<file path="src/rtl/core/calendar_time_setter_unit_macros.svh">
// Assertion macros shared by the calendar time setter RTL.
`ifndef CALENDAR_TIME_SETTER_UNIT_MACROS_SVH
`define CALENDAR_TIME_SETTER_UNIT_MACROS_SVH

`ifndef SYNTH

// Invariant checked at every clock edge outside reset.
`define CTS_ASSERT(label, cond) \
	label: assert property (@(posedge clk) disable iff (!arst_n) (cond)) \
		else $error("cts invariant failed");

// Same-cycle implication.
`define CTS_ASSERT_IMPL(label, ante, cons) \
	label: assert property (@(posedge clk) disable iff (!arst_n) (ante) |-> (cons)) \
		else $error("cts implication failed");

// Next-cycle implication.
`define CTS_ASSERT_NEXT(label, ante, cons) \
	label: assert property (@(posedge clk) disable iff (!arst_n) (ante) |=> (cons)) \
		else $error("cts next-cycle check failed");

`else

`define CTS_ASSERT(label, cond)
`define CTS_ASSERT_IMPL(label, ante, cons)
`define CTS_ASSERT_NEXT(label, ante, cons)

`endif

`endif

</file>
<file path="src/rtl/core/cts_pkg.sv">
// Types, codes, constants and helpers for the calendar time setter.
package cts_pkg;

	localparam int unsigned DEF_QUEUE_DEPTH = 2;

	localparam logic [15:0] BLINK_RESET = 16'd500;

	// action codes
	localparam logic [1:0] ACT_TICK = 2'd0;
	localparam logic [1:0] ACT_KEY  = 2'd1;
	localparam logic [1:0] ACT_READ = 2'd2;

	// key codes
	localparam logic [2:0] KEY_MODE   = 3'd1;
	localparam logic [2:0] KEY_SELECT = 3'd2;
	localparam logic [2:0] KEY_UP     = 3'd3;
	localparam logic [2:0] KEY_DOWN   = 3'd4;

	// field indexes
	localparam logic [2:0] FLD_YEAR   = 3'd0;
	localparam logic [2:0] FLD_MONTH  = 3'd1;
	localparam logic [2:0] FLD_DAY    = 3'd2;
	localparam logic [2:0] FLD_HOUR   = 3'd3;
	localparam logic [2:0] FLD_MINUTE = 3'd4;
	localparam logic [2:0] FLD_SECOND = 3'd5;

	localparam logic [6:0] YEAR_MAX   = 7'd99;
	localparam logic [3:0] MONTH_MAX  = 4'd12;
	localparam logic [4:0] HOUR_MAX   = 5'd23;
	localparam logic [5:0] MINSEC_MAX = 6'd59;

	typedef enum logic [2:0] {
		OP_NONE,
		OP_TICK,
		OP_MODE,
		OP_SELECT,
		OP_UP,
		OP_DOWN,
		OP_LOAD
	} op_t;

	typedef struct packed {
		op_t        op;
		logic [6:0] year;
		logic [3:0] month;
		logic [4:0] day;
		logic [4:0] hour;
		logic [5:0] minute;
		logic [5:0] second;
	} entry_t;

	typedef struct packed {
		logic   en;
		entry_t data;
	} qwr_t;

	// Last day of the month; leap February on years divisible by four.
	function automatic logic [4:0] day_limit(input logic [6:0] year, input logic [3:0] month);
		logic [4:0] lim;
		case (month)
			4'd4, 4'd6, 4'd9, 4'd11: lim = 5'd30;
			4'd2:                    lim = (year[1:0] == 2'b00) ? 5'd29 : 5'd28;
			default:                 lim = 5'd31;
		endcase
		return lim;
	endfunction

endpackage

</file>
<file path="src/rtl/core/cts_front.sv">
// Front end: accepts items and decodes them into queue operations.
module cts_front (
	input  logic          in_valid,
	output logic          in_ready,
	input  logic [1:0]    action,
	input  logic [2:0]    key_code,
	input  logic [6:0]    year_in,
	input  logic [3:0]    month_in,
	input  logic [4:0]    day_in,
	input  logic [4:0]    hour_in,
	input  logic [5:0]    minute_in,
	input  logic [5:0]    second_in,
	input  logic          q_full,
	output cts_pkg::qwr_t q_wr
);
	import cts_pkg::*;

	op_t op;

	always_comb begin
		case (action)
			ACT_TICK: op = OP_TICK;
			ACT_KEY: begin
				case (key_code)
					KEY_MODE:   op = OP_MODE;
					KEY_SELECT: op = OP_SELECT;
					KEY_UP:     op = OP_UP;
					KEY_DOWN:   op = OP_DOWN;
					default:    op = OP_NONE;
				endcase
			end
			ACT_READ: op = OP_LOAD;
			default:  op = OP_NONE;
		endcase
	end

	assign in_ready = !q_full;

	always_comb begin
		q_wr.en          = in_valid && !q_full;
		q_wr.data.op     = op;
		q_wr.data.year   = year_in;
		q_wr.data.month  = month_in;
		q_wr.data.day    = day_in;
		q_wr.data.hour   = hour_in;
		q_wr.data.minute = minute_in;
		q_wr.data.second = second_in;
	end

endmodule

</file>
<file path="src/rtl/core/cts_queue.sv">
// Short FIFO between the front end and the update engine.
`include "calendar_time_setter_unit_macros.svh"

module cts_queue #(
	parameter int unsigned Depth = cts_pkg::DEF_QUEUE_DEPTH
) (
	input  logic            clk,
	input  logic            arst_n,
	input  cts_pkg::qwr_t   wr,
	output logic            full,
	output logic            rd_valid,
	output cts_pkg::entry_t rd_data,
	input  logic            rd_en
);
	import cts_pkg::*;

	localparam int unsigned PtrW = (Depth > 1) ? $clog2(Depth) : 1;
	localparam int unsigned CntW = $clog2(Depth + 1);
	localparam logic [PtrW-1:0] LastPtr = PtrW'(Depth - 1);
	localparam logic [CntW-1:0] DepthCnt = CntW'(Depth);

	entry_t          mem [Depth];
	logic [PtrW-1:0] wr_ptr_q;
	logic [PtrW-1:0] rd_ptr_q;
	logic [CntW-1:0] count_q;

	assign full     = (count_q == DepthCnt);
	assign rd_valid = (count_q != '0);
	assign rd_data  = mem[rd_ptr_q];

	always_ff @(posedge clk) begin
		if (wr.en) begin
			mem[wr_ptr_q] <= wr.data;
		end
	end

	always_ff @(posedge clk or negedge arst_n) begin
		if (!arst_n) begin
			wr_ptr_q <= '0;
			rd_ptr_q <= '0;
			count_q  <= '0;
		end else begin
			if (wr.en) begin
				wr_ptr_q <= (wr_ptr_q == LastPtr) ? '0 : wr_ptr_q + 1'b1;
			end
			if (rd_en) begin
				rd_ptr_q <= (rd_ptr_q == LastPtr) ? '0 : rd_ptr_q + 1'b1;
			end
			case ({wr.en, rd_en})
				2'b10:   count_q <= count_q + 1'b1;
				2'b01:   count_q <= count_q - 1'b1;
				default: count_q <= count_q;
			endcase
		end
	end

	`CTS_ASSERT(a_count_bound, count_q <= DepthCnt)
	`CTS_ASSERT_IMPL(a_no_read_empty, rd_en, count_q != '0)
	`CTS_ASSERT_NEXT(a_push_counts, wr.en && !rd_en, count_q == CntW'($past(count_q) + 1'b1))

endmodule

</file>
<file path="src/rtl/core/cts_back.sv">
// Update engine: applies queued items to the calendar state and holds the result.
`include "calendar_time_setter_unit_macros.svh"

module cts_back (
	input  logic            clk,
	input  logic            arst_n,
	input  logic            cfg_wr_en,
	input  logic [15:0]     cfg_wr_data,
	input  logic            q_valid,
	input  cts_pkg::entry_t q_entry,
	output logic            q_pop,
	output logic            out_valid,
	input  logic            out_ready,
	output logic            set_mode,
	output logic [2:0]      selected_field,
	output logic            blink_on,
	output logic [6:0]      year_out,
	output logic [3:0]      month_out,
	output logic [4:0]      day_out,
	output logic [4:0]      hour_out,
	output logic [5:0]      minute_out,
	output logic [5:0]      second_out,
	output logic            write_clock
);
	import cts_pkg::*;

	logic [15:0] half_period_q;
	logic        mode_q, mode_d;
	logic [2:0]  sel_q, sel_d;
	logic        blink_q, blink_d;
	logic [15:0] tick_q, tick_d;
	logic [6:0]  year_q, year_d;
	logic [3:0]  month_q, month_d;
	logic [4:0]  day_q, day_d;
	logic [4:0]  hour_q, hour_d;
	logic [5:0]  minute_q, minute_d;
	logic [5:0]  second_q, second_d;
	logic        out_valid_q;
	logic        write_clock_q, wc_d;

	logic [15:0] tick_inc;
	logic [6:0]  cur_v, lo_v, hi_v, up_v, dn_v, new_v;
	logic [6:0]  s_year;
	logic [3:0]  s_month;
	logic [4:0]  s_day, s_hour;
	logic [5:0]  s_minute, s_second;
	logic [6:0]  n_year;
	logic [3:0]  n_month;
	logic [4:0]  n_day, n_hour, n_lim;
	logic [5:0]  n_minute, n_second;

	// The state registers are the result payload; a new item is taken only
	// when the held result is gone or leaving.
	assign q_pop = q_valid && (!out_valid_q || out_ready);

	// Selected field value and its bounds.
	always_comb begin
		case (sel_q)
			FLD_MONTH: begin
				cur_v = {3'b0, month_q};
				lo_v  = 7'd1;
				hi_v  = {3'b0, MONTH_MAX};
			end
			FLD_DAY: begin
				cur_v = {2'b0, day_q};
				lo_v  = 7'd1;
				hi_v  = {2'b0, day_limit(year_q, month_q)};
			end
			FLD_HOUR: begin
				cur_v = {2'b0, hour_q};
				lo_v  = 7'd0;
				hi_v  = {2'b0, HOUR_MAX};
			end
			FLD_MINUTE: begin
				cur_v = {1'b0, minute_q};
				lo_v  = 7'd0;
				hi_v  = {1'b0, MINSEC_MAX};
			end
			FLD_SECOND: begin
				cur_v = {1'b0, second_q};
				lo_v  = 7'd0;
				hi_v  = {1'b0, MINSEC_MAX};
			end
			default: begin
				cur_v = year_q;
				lo_v  = 7'd0;
				hi_v  = YEAR_MAX;
			end
		endcase
	end

	assign up_v  = (cur_v >= hi_v) ? lo_v : cur_v + 7'd1;
	assign dn_v  = (cur_v <= lo_v || cur_v > hi_v) ? hi_v : cur_v - 7'd1;
	assign new_v = (q_entry.op == OP_UP) ? up_v : dn_v;

	always_comb begin
		s_year   = (sel_q == FLD_YEAR)   ? new_v       : year_q;
		s_month  = (sel_q == FLD_MONTH)  ? new_v[3:0]  : month_q;
		s_day    = (sel_q == FLD_DAY)    ? new_v[4:0]  : day_q;
		s_hour   = (sel_q == FLD_HOUR)   ? new_v[4:0]  : hour_q;
		s_minute = (sel_q == FLD_MINUTE) ? new_v[5:0]  : minute_q;
		s_second = (sel_q == FLD_SECOND) ? new_v[5:0]  : second_q;
		// sel_q never leaves 0..5; anything else behaves as the year
		if (sel_q > FLD_SECOND) begin
			s_year = new_v;
		end
	end

	// Pull every field back into range; the day limit uses the fixed year and month.
	always_comb begin
		n_year   = (s_year > YEAR_MAX) ? 7'd0 : s_year;
		n_month  = (s_month == 4'd0 || s_month > MONTH_MAX) ? 4'd1 : s_month;
		n_lim    = day_limit(n_year, n_month);
		n_day    = (s_day == 5'd0 || s_day > n_lim) ? 5'd1 : s_day;
		n_hour   = (s_hour > HOUR_MAX) ? 5'd0 : s_hour;
		n_minute = (s_minute > MINSEC_MAX) ? 6'd0 : s_minute;
		n_second = (s_second > MINSEC_MAX) ? 6'd0 : s_second;
	end

	assign tick_inc = tick_q + 16'd1;

	always_comb begin
		mode_d   = mode_q;
		sel_d    = sel_q;
		blink_d  = blink_q;
		tick_d   = tick_q;
		year_d   = year_q;
		month_d  = month_q;
		day_d    = day_q;
		hour_d   = hour_q;
		minute_d = minute_q;
		second_d = second_q;
		wc_d     = 1'b0;
		case (q_entry.op)
			OP_TICK: begin
				if (tick_inc >= half_period_q) begin
					tick_d  = '0;
					blink_d = !blink_q;
				end else begin
					tick_d = tick_inc;
				end
			end
			OP_MODE: begin
				if (!mode_q) begin
					mode_d = 1'b1;
					sel_d  = FLD_YEAR;
				end else begin
					mode_d = 1'b0;
					wc_d   = 1'b1;
				end
			end
			OP_SELECT: begin
				if (mode_q) begin
					sel_d = (sel_q >= FLD_SECOND) ? FLD_YEAR : sel_q + 3'd1;
				end
			end
			OP_UP, OP_DOWN: begin
				if (mode_q) begin
					year_d   = n_year;
					month_d  = n_month;
					day_d    = n_day;
					hour_d   = n_hour;
					minute_d = n_minute;
					second_d = n_second;
				end
			end
			OP_LOAD: begin
				// readings load raw, no range fix
				if (!mode_q) begin
					year_d   = q_entry.year;
					month_d  = q_entry.month;
					day_d    = q_entry.day;
					hour_d   = q_entry.hour;
					minute_d = q_entry.minute;
					second_d = q_entry.second;
				end
			end
			default: begin
			end
		endcase
	end

	always_ff @(posedge clk or negedge arst_n) begin
		if (!arst_n) begin
			half_period_q <= BLINK_RESET;
		end else if (cfg_wr_en) begin
			half_period_q <= cfg_wr_data;
		end
	end

	always_ff @(posedge clk or negedge arst_n) begin
		if (!arst_n) begin
			mode_q        <= 1'b0;
			sel_q         <= FLD_YEAR;
			blink_q       <= 1'b0;
			tick_q        <= '0;
			year_q        <= 7'd0;
			month_q       <= 4'd1;
			day_q         <= 5'd1;
			hour_q        <= 5'd0;
			minute_q      <= 6'd0;
			second_q      <= 6'd0;
			out_valid_q   <= 1'b0;
			write_clock_q <= 1'b0;
		end else begin
			if (q_pop) begin
				mode_q        <= mode_d;
				sel_q         <= sel_d;
				blink_q       <= blink_d;
				tick_q        <= tick_d;
				year_q        <= year_d;
				month_q       <= month_d;
				day_q         <= day_d;
				hour_q        <= hour_d;
				minute_q      <= minute_d;
				second_q      <= second_d;
				write_clock_q <= wc_d;
				out_valid_q   <= 1'b1;
			end else if (out_ready) begin
				out_valid_q <= 1'b0;
			end
		end
	end

	assign out_valid      = out_valid_q;
	assign set_mode       = mode_q;
	assign selected_field = sel_q;
	assign blink_on       = blink_q && mode_q;
	assign year_out       = year_q;
	assign month_out      = month_q;
	assign day_out        = day_q;
	assign hour_out       = hour_q;
	assign minute_out     = minute_q;
	assign second_out     = second_q;
	assign write_clock    = write_clock_q;

	`CTS_ASSERT_IMPL(a_wc_leaves_set, out_valid_q && write_clock_q, !mode_q)
	`CTS_ASSERT(a_sel_range, sel_q <= FLD_SECOND)
	`CTS_ASSERT_NEXT(a_enter_set, q_pop && q_entry.op == OP_MODE && !mode_q, mode_q && sel_q == FLD_YEAR)

endmodule

</file>
<file path="src/rtl/core/calendar_time_setter_unit.sv">
// Top level of the calendar time setter: front end, queue and update engine.
//
// Each item (tick, key press or clock chip reading) yields exactly one result
// carrying the full calendar state after that item. Items are accepted one
// per cycle while the queue has room; the queue holds QueueDepth items
// (default 2). An accepted item is written into the queue and then applied by
// the update engine, whose calendar registers double as the result register.
// The sustained rate is one item per cycle while each result is taken. A
// result that is not taken holds the engine; the queue then fills and in_ready
// drops until the result leaves. The blink period register may be written at
// any time the block is idle.
module calendar_time_setter_unit #(
	parameter int unsigned QueueDepth = cts_pkg::DEF_QUEUE_DEPTH
) (
	input  logic        clk,
	input  logic        arst_n,
	input  logic        cfg_wr_en,
	input  logic [15:0] cfg_wr_data,
	input  logic        in_valid,
	output logic        in_ready,
	input  logic [1:0]  action,
	input  logic [2:0]  key_code,
	input  logic [6:0]  year_in,
	input  logic [3:0]  month_in,
	input  logic [4:0]  day_in,
	input  logic [4:0]  hour_in,
	input  logic [5:0]  minute_in,
	input  logic [5:0]  second_in,
	output logic        out_valid,
	input  logic        out_ready,
	output logic        set_mode,
	output logic [2:0]  selected_field,
	output logic        blink_on,
	output logic [6:0]  year_out,
	output logic [3:0]  month_out,
	output logic [4:0]  day_out,
	output logic [4:0]  hour_out,
	output logic [5:0]  minute_out,
	output logic [5:0]  second_out,
	output logic        write_clock
);
	import cts_pkg::*;

	qwr_t   q_wr;
	logic   q_full;
	logic   q_valid;
	logic   q_pop;
	entry_t q_entry;

	cts_front u_front (
		.in_valid  (in_valid),
		.in_ready  (in_ready),
		.action    (action),
		.key_code  (key_code),
		.year_in   (year_in),
		.month_in  (month_in),
		.day_in    (day_in),
		.hour_in   (hour_in),
		.minute_in (minute_in),
		.second_in (second_in),
		.q_full    (q_full),
		.q_wr      (q_wr)
	);

	cts_queue #(
		.Depth (QueueDepth)
	) u_queue (
		.clk      (clk),
		.arst_n   (arst_n),
		.wr       (q_wr),
		.full     (q_full),
		.rd_valid (q_valid),
		.rd_data  (q_entry),
		.rd_en    (q_pop)
	);

	cts_back u_back (
		.clk            (clk),
		.arst_n         (arst_n),
		.cfg_wr_en      (cfg_wr_en),
		.cfg_wr_data    (cfg_wr_data),
		.q_valid        (q_valid),
		.q_entry        (q_entry),
		.q_pop          (q_pop),
		.out_valid      (out_valid),
		.out_ready      (out_ready),
		.set_mode       (set_mode),
		.selected_field (selected_field),
		.blink_on       (blink_on),
		.year_out       (year_out),
		.month_out      (month_out),
		.day_out        (day_out),
		.hour_out       (hour_out),
		.minute_out     (minute_out),
		.second_out     (second_out),
		.write_clock    (write_clock)
	);

endmodule

</file>
<file path="config.mk">
export PLATFORM = sky130hd
export DESIGN_NAME = calendar_time_setter_unit
export DESIGN_NICKNAME = d
export VERILOG_FILES = /design/src/rtl/core/cts_pkg.sv /design/src/rtl/core/cts_front.sv /design/src/rtl/core/cts_queue.sv /design/src/rtl/core/cts_back.sv /design/src/rtl/core/calendar_time_setter_unit.sv
export VERILOG_INCLUDE_DIRS = /design/src /design/src/rtl/core
export SDC_FILE = /design/constraint.sdc
export NUM_CORES = 1
export LEC_CHECK = 0
export BUFFER_PORTS_ARGS = -buffer_cell sky130_fd_sc_hd__buf_4
export CORE_ASPECT_RATIO = 1.75
export CORE_UTILIZATION = 25
export CTS_BUF_LIST = sky130_fd_sc_hd__clkbuf_4 sky130_fd_sc_hd__clkbuf_8
export DETAILED_ROUTE_END_ITERATION = 6
export GPL_TIMING_DRIVEN = 0
export PLACE_DENSITY_LB_ADDON = 0.12
export SETUP_SLACK_MARGIN = 0.1
export SYNTH_ARGS = -nofsm -noshare
export SYNTH_HDL_FRONTEND = slang
export SYNTH_SLANG_ARGS = --single-unit
export TNS_END_PERCENT = 50
</file>
<file path="constraint.sdc">
create_clock -name clk -period 12.2 [get_ports clk]
set_input_delay 0 -clock clk [delete_from_list [all_inputs] [get_ports clk]]
set_output_delay 0 -clock clk [all_outputs]
set_load 0.1 [all_outputs]
</file>
# Yosys cells after proc, flatten, opt, wreduce, memory -nomap -nowiden
# Memory sizes are Yosys's and may differ from the RTL's.
# Cells that the tools add are included.
# totals
reg_bits	76
mem_bits_rw	72
out_inout_bits	41
memories	1
# op_classes
addsub	8
n_lt_le_gt_ge	12
n_eq_ne	34
muxes	58
reduce_logical	31
# mem_list
name	depth	word_bits	rd	rd_ports_with_merged_regs	write_ports	line_no	rtl
u_queue.mem	2	36	1	0	1	cts_queue.sv:22	entry_t mem [Depth];
# op_table
op	count
$mux W7	8
$mux W6	8
$mux W5	8
$pmux W5 S2	4
$pmux W7 S5	1
$pmux W7 S4	1
$pmux W6 S2	2
$eq A3 B2 Y1 const B	6
$eq A3 B3 Y1 const B	6
$add A16 B1 Y16 const B	1
$eq A4 B3 Y1 const B	4
$eq A4 B4 Y1 const B	4
$ge A16 B16 Y1	1
$mux W16	1
$mux W4	4
$pmux W7 S2	1
$gt A6 B6 Y1 const B	2
$mux W1	12
$pmux W3 S4	1
$reduce_bool A2 Y1	5
$eq A3 B1 Y1 const B	3
$mux W3	3
$pmux W3 S3	1
$eq A4 B2 Y1 const B	2
34 further kinds	54

# Depth between registers and ports, before layout
# logic_depth
word_depth	20
mapped_depth	30
depth_no_buf	27

# By module
# From an unflattened synthesis, not the netlist that was laid out.
# hier_totals
cells_unflattened	839
hier_area_um2	8779.7
# modules_own_cells
module	instances	cells_per_inst	area_each_um2
cts_back	1	665	5515.3
cts_queue	1	128	2934.1
cts_front	1	46	330.3

# Least setup slack after synthesis
# No wires, ideal clock.
# synth_timing
path_type	reg-to-reg
from	register u_back.sel_q[1] (netlist: u_back.selected_field[1])
to	register u_back.day_q[4] (netlist: u_back.day_out[4])
setup_ps	122
arrival_time_ps	5942
required_ps	12078
slack_ps	6136
path_stages_with_launch	25
n_path_buf	2
synth_period_minus_slack_ps	6064
path_cell_list	dfrtp_1 -> inv_1 -> ha_1 -> buf_6 -> a22o_1 -> a222oi_1 -> mux2_2 -> inv_1 -> ha_1 -> a21o_1 -> a21o_1 -> o22a_1 -> or2_1 -> buf_6 -> o311a_2 -> o21a_1 -> a2111oi_4 -> a21oi_1 -> ha_1 -> a21oi_1 -> o21ai_0 -> a31oi_1 -> nor2b_1 -> o311ai_0 -> a22o_1
# synth_via
elab_chain_len	19
elab_cells_between_ends	46
# synth_lines
item	line_no	rtl
start, declared	cts_back.sv:29	logic [2:0] sel_q, sel_d;
start signal, assigned	cts_back.sv:208	sel_q <= sel_d;
$eq A3 B3 Y1, or another cell as far along	cts_back.sv:58	case (sel_q)
$reduce_or A2 Y1 (no line)	n/a	
$pmux W7 S4 or $mux W1 (tied branches)	cts_back.sv:58	
$gt A7 B7 Y1 or $le A7 B1 Y1 (tied branches)	cts_back.sv:93	assign dn_v = (cur_v <= lo_v || cur_v > hi_v) ? hi_v : cur_v - 7'd1;
$logic_or A1 B1 Y1	cts_back.sv:93	
$mux W7	cts_back.sv:93	
$mux W7	cts_back.sv:94	assign new_v = (q_entry.op == OP_UP) ? up_v : dn_v;
$mux W7 or $mux W4 (tied branches)	cts_back.sv:97, cts_back.sv:98	
[3 not listed]	n/a	
$logic_not A2 Y1, or another cell as far along	cts_pkg.sv:62	4'd2: lim = (year[1:0] == 2'b00) ? 5'd29 : 5'd28;
$mux W1 or $reduce_or A4 Y1 (tied branches)	cts_pkg.sv:62, cts_pkg.sv:60	
$pmux W5 S2	cts_pkg.sv:60	case (month)
$gt A5 B5 Y1	cts_back.sv:114	n_day = (s_day == 5'd0 || s_day > n_lim) ? 5'd1 : s_day;
$logic_or A1 B1 Y1	cts_back.sv:114	
$mux W5 (*)	cts_back.sv:114	
$mux W5 (*)	cts_back.sv:158	if (mode_q) begin
$pmux W5 S2 (*)	cts_back.sv:134	case (q_entry.op)
end signal, assigned	cts_back.sv:213	day_q <= day_d;
end, declared	cts_back.sv:34	logic [4:0] day_q, day_d;
# Mark *: on every way between the ends. The rest lies on a longest branch, timed or not. The select of a mux whose other input is x is not followed.
# A chain may end at the register's enable or synchronous reset.

# Final worst setup path
# layout_timing
from	register u_back.sel_q[2] (netlist: u_back.selected_field[2])
to	register u_back.day_q[4] (netlist: u_back.day_out[4])
# Same word-level chain as after synthesis.

==> flow_summary_export.csv <==
group,metric,value,unit
die,core,32440,um2
yosys,yosys.area.top_type,"edfxtp_1",
yosys,synth_seq_cells,148,
critical_path,required,12.57,ns
die,die_area,33960,um2
yosys,synthCells,787,
worst_hold_path,hold_start,"cfg_wr_en",
yosys,synthDistinctLibCells,82,
place,gp_congestion,0.8698,
global_route,antenna_found_initial,1,
global_route,grt-ovfl-total,0,
clocking,cts-htree-levels,4,
yosys,ys_warn_count,0,
timing,timing.final.crit_share,57.85,%
timing,max_freq,141.7,MHz
die,num_rows,87,
yosys,syn_area_per_cell,10.55,um2
clocking,cts_setup_buffers,0,
die,die_h,243.0,um
worst_hold_path,holdPathStages,4,
timing,max-slew-margin-rel,26.95,%
critical_path,cp.arrival,7.43,ns
die,initial_core_util,25.58,%
critical_path,end_kind,"register",
yosys,yosysTopAreaCellShare,26.05,%
place,pre_cts_ws,5.217,ns
critical_path,startpoint_type,"register",
final_layout,fin_util,32.69,%
timing,whs,0.02895,ns
clocking,root_buffer,"clkbuf_8",
critical_path,crit_path_top_delay_cell,"a311oi_4",
detailed_routing,ant_nets,0,
clocking,clk_latency,0.49,ns
final_layout,area_growth,27.76,%
final_layout,fin_cells,1380,
clocking,cts.clk_slew.worst_paths,0.10,ns
pwr,p_leak,0.004399,uW
clocking,cts_buffers,17,
critical_path,critPathMaxFanout,10,
critical_path,slowest_delay,0.67,ns
yosys,synth_compound_area_share,18.21,%
critical_path,rr_endpoint,"u_back.day_out[4]",
yosys,synth-async-reset-ratio,51.35,%
detailed_routing,via_per_inst,4.866,
yosys,synth-main-ff-cell,"edfxtp_1",
critical_path,r2r_cells,28,
place,dp.cells,1288,
yosys,synth.area.top_cells,"edfxtp_1 26%, dfrtp_1 21%, ha_1 5.6%",
yosys,synth_top_family_by_area,"compound AO/OA/AOI/OAI gates",
detailed_routing,vias,6715,
status,status,"complete, no violations",
global_route,grt_pass1_vias,7078,
clocking,cts_tree,"done",
timing,hold_viol_final,0,
place,port_buffers,99,
yosys,synth_area,8299,um2
global_route,grt_max_degree,77,
detailed_routing,drcViolationCount,0,
critical_path,r2r-start,"u_back.selected_field[2]",
timing,setup_ws,5.142,ns
detailed_routing,wl_per_cell,19.08,um
yosys,yosys.area_share.adder,5.578,%
global_route,grtUsageTotal,16.37,%
final_layout,nets,1062,
die,fp.dieW,139.7,um
timing,clock_skew,0.01999,ns
final_layout,drive_above_1_share,19.82,%
timing,setup-tns-final,0,ns
global_route,grt_pass1_wl,41340,um
flow_run,drv_cap,0,
die,num_io_pins,100,
yosys,synth-xor-area-share,3.272,%
critical_path,reg2reg_slack,5.14,ns
pwr,power_density,292.0,nW/um2
yosys,synth_fp_nets,883,
timing,finalMaxSlewViolations,0,
worst_hold_path,hold_end,"u_back.half_period_q[7]",
yosys,synth_edf_count,72,
detailed_routing,drt_first_pass_iters,4,
clocking,clockBufferDepth,2,
worst_hold_path,hold_class,"input pin to register",
yosys,synthMuxAreaShare,5.578,%
clocking,numClockSinks,148,
yosys,synth_commonest_cells,"85 x nand2_1, 72 x edfxtp_1, 68 x dfrtp_1, 57 x nor2_1, 55 x o21ai_0",
yosys,synth-simple-area-share,14.65,%
detailed_routing,routed_wl,26330,um
detailed_routing,drt_iter0_markers,326,
timing,worst_slew_pin_slew,1.096,ns
yosys,ys_seq_area_share,49.09,%
critical_path,crit_type,"register to register",
timing,setup_viol,0,
timing,fin_crit,7.058,ns
pwr,irDropWorstVdd,0.1129,mV
place,post-dp-hpwl,20310,um
timing,rsz0062_at_grt,"no",
yosys,synthMostInstantiatedCell,"nand2_1",
==> repair_timing <==
action / 4_1_cts / 5_1_grt
endpoints found under the hold margin: 158 / 0
gates resized for setup: 0 / 0
hold buffers: 59 / 0
==> flip-flops by register name (all words and copies together) (netlist names), 2 cells and up <==
name / cells
u_back.year_out: 7
u_back.month_out: 4
u_back.hour_out: 5
u_queue.mem: 72
u_back.tick_q: 16
u_back.selected_field: 3
u_back.second_out: 6
u_back.day_out: 5
u_queue.count_q: 2
u_back.minute_out: 6
u_back.half_period_q: 16
==> cells in the final DEF, fill, tap and decap left out, types with 18 or more instances in the layout <==
master and count:
nor2_1 56, a21oi_1 40, clkbuf_1 20, buf_4 102, nand3_1 18, mux2i_1 38
inv_1 32, o21ai_0 55, dlygate4sd3_1 59, dfrtp_1 68, edfxtp_1 72, ha_1 37
nand2_1 85
==> worst max-delay path, delay by kind of cell (launching register included) <==
kind            cells  cell delay, ns
compound gates     15            3.66
fa+ha+maj           3            0.89
buf+inv             5            1.01
flops               1            0.44
simple gates        5            0.89
==> per-stage QoR <==
step / cell area, um2 / total power [uW]
after global placement: 9543 / 2688
final: 10600 / 3096
after CTS: 10600 / 3133
after detailed placement: 9592 / 2693
after global routing: 10600 / 3282
after floorplan: 8299 / 2119
==> logic make-up after synthesis <==
logic type | count (synthesis)
buffers and inverters | 67
XOR/XNOR | 31
adder cells (fa/ha/maj) | 37
AO/OA/AOI/OAI | 210
flip-flops | 148
multiplexers | 44
AND/OR/NAND/NOR | 250
==> metal layers <==
| metal | global-route usage, % | up-vias | share of wire, % |
|---|---|---|---|
| li1 | - | 3269 | - |
| met1 | 16.62 | 3252 | 37 |
| met2 | 31.47 | 150 | 56 |
| met3 | 2.999 | 44 | 3.0 |
| met4 | 8.080 | 0 | 3.7 |
| met5 | 0 | - | 0 |
==> cell type report <==
cell class / count / area, um2
fill: 3365 / 21840
sequential: 148 / 4074
multi-input combinational: 572 / 3934
timing repair buffer: 160 / 1374
tap: 400 / 500.5
clock buffer: 17 / 234.0
clock inverter: 15 / 183.9
buffer: 34 / 176.4
inverter: 33 / 123.9
antenna: 1 / 2.502
==> worst max path at each step <==
| stage | from | end | cells past startpoint | slack (ns) |
|---|---|---|---|---|
| 6_report | u_back.selected_field[2] | u_back.day_out[4] | 28 | 5.14 |
| 3_5_place_dp | u_back.selected_field[2] | u_back.day_out[4] | 26 | 5.22 |
| 4_1_cts | u_back.selected_field[2] | u_back.day_out[4] | 26 | 5.15 |
| 5_1_grt | u_back.selected_field[2] | u_back.day_out[4] | 28 | 4.64 |
| 3_3_place_gp | u_back.selected_field[2] | u_back.day_out[4] | 26 | 5.20 |
| 2_1_floorplan | u_back.selected_field[1] | u_back.day_out[4] | 24 | 6.14 |
==> power by group <==
group / internal [uW] / switching [uW] / leakage, uW
Combinational: 578 / 1300 / 0.00257
Clock: 191 / 221 / 0.000206
Sequential: 666 / 139 / 0.00162
No activity file was read; power rests on OpenSTA's default activity.
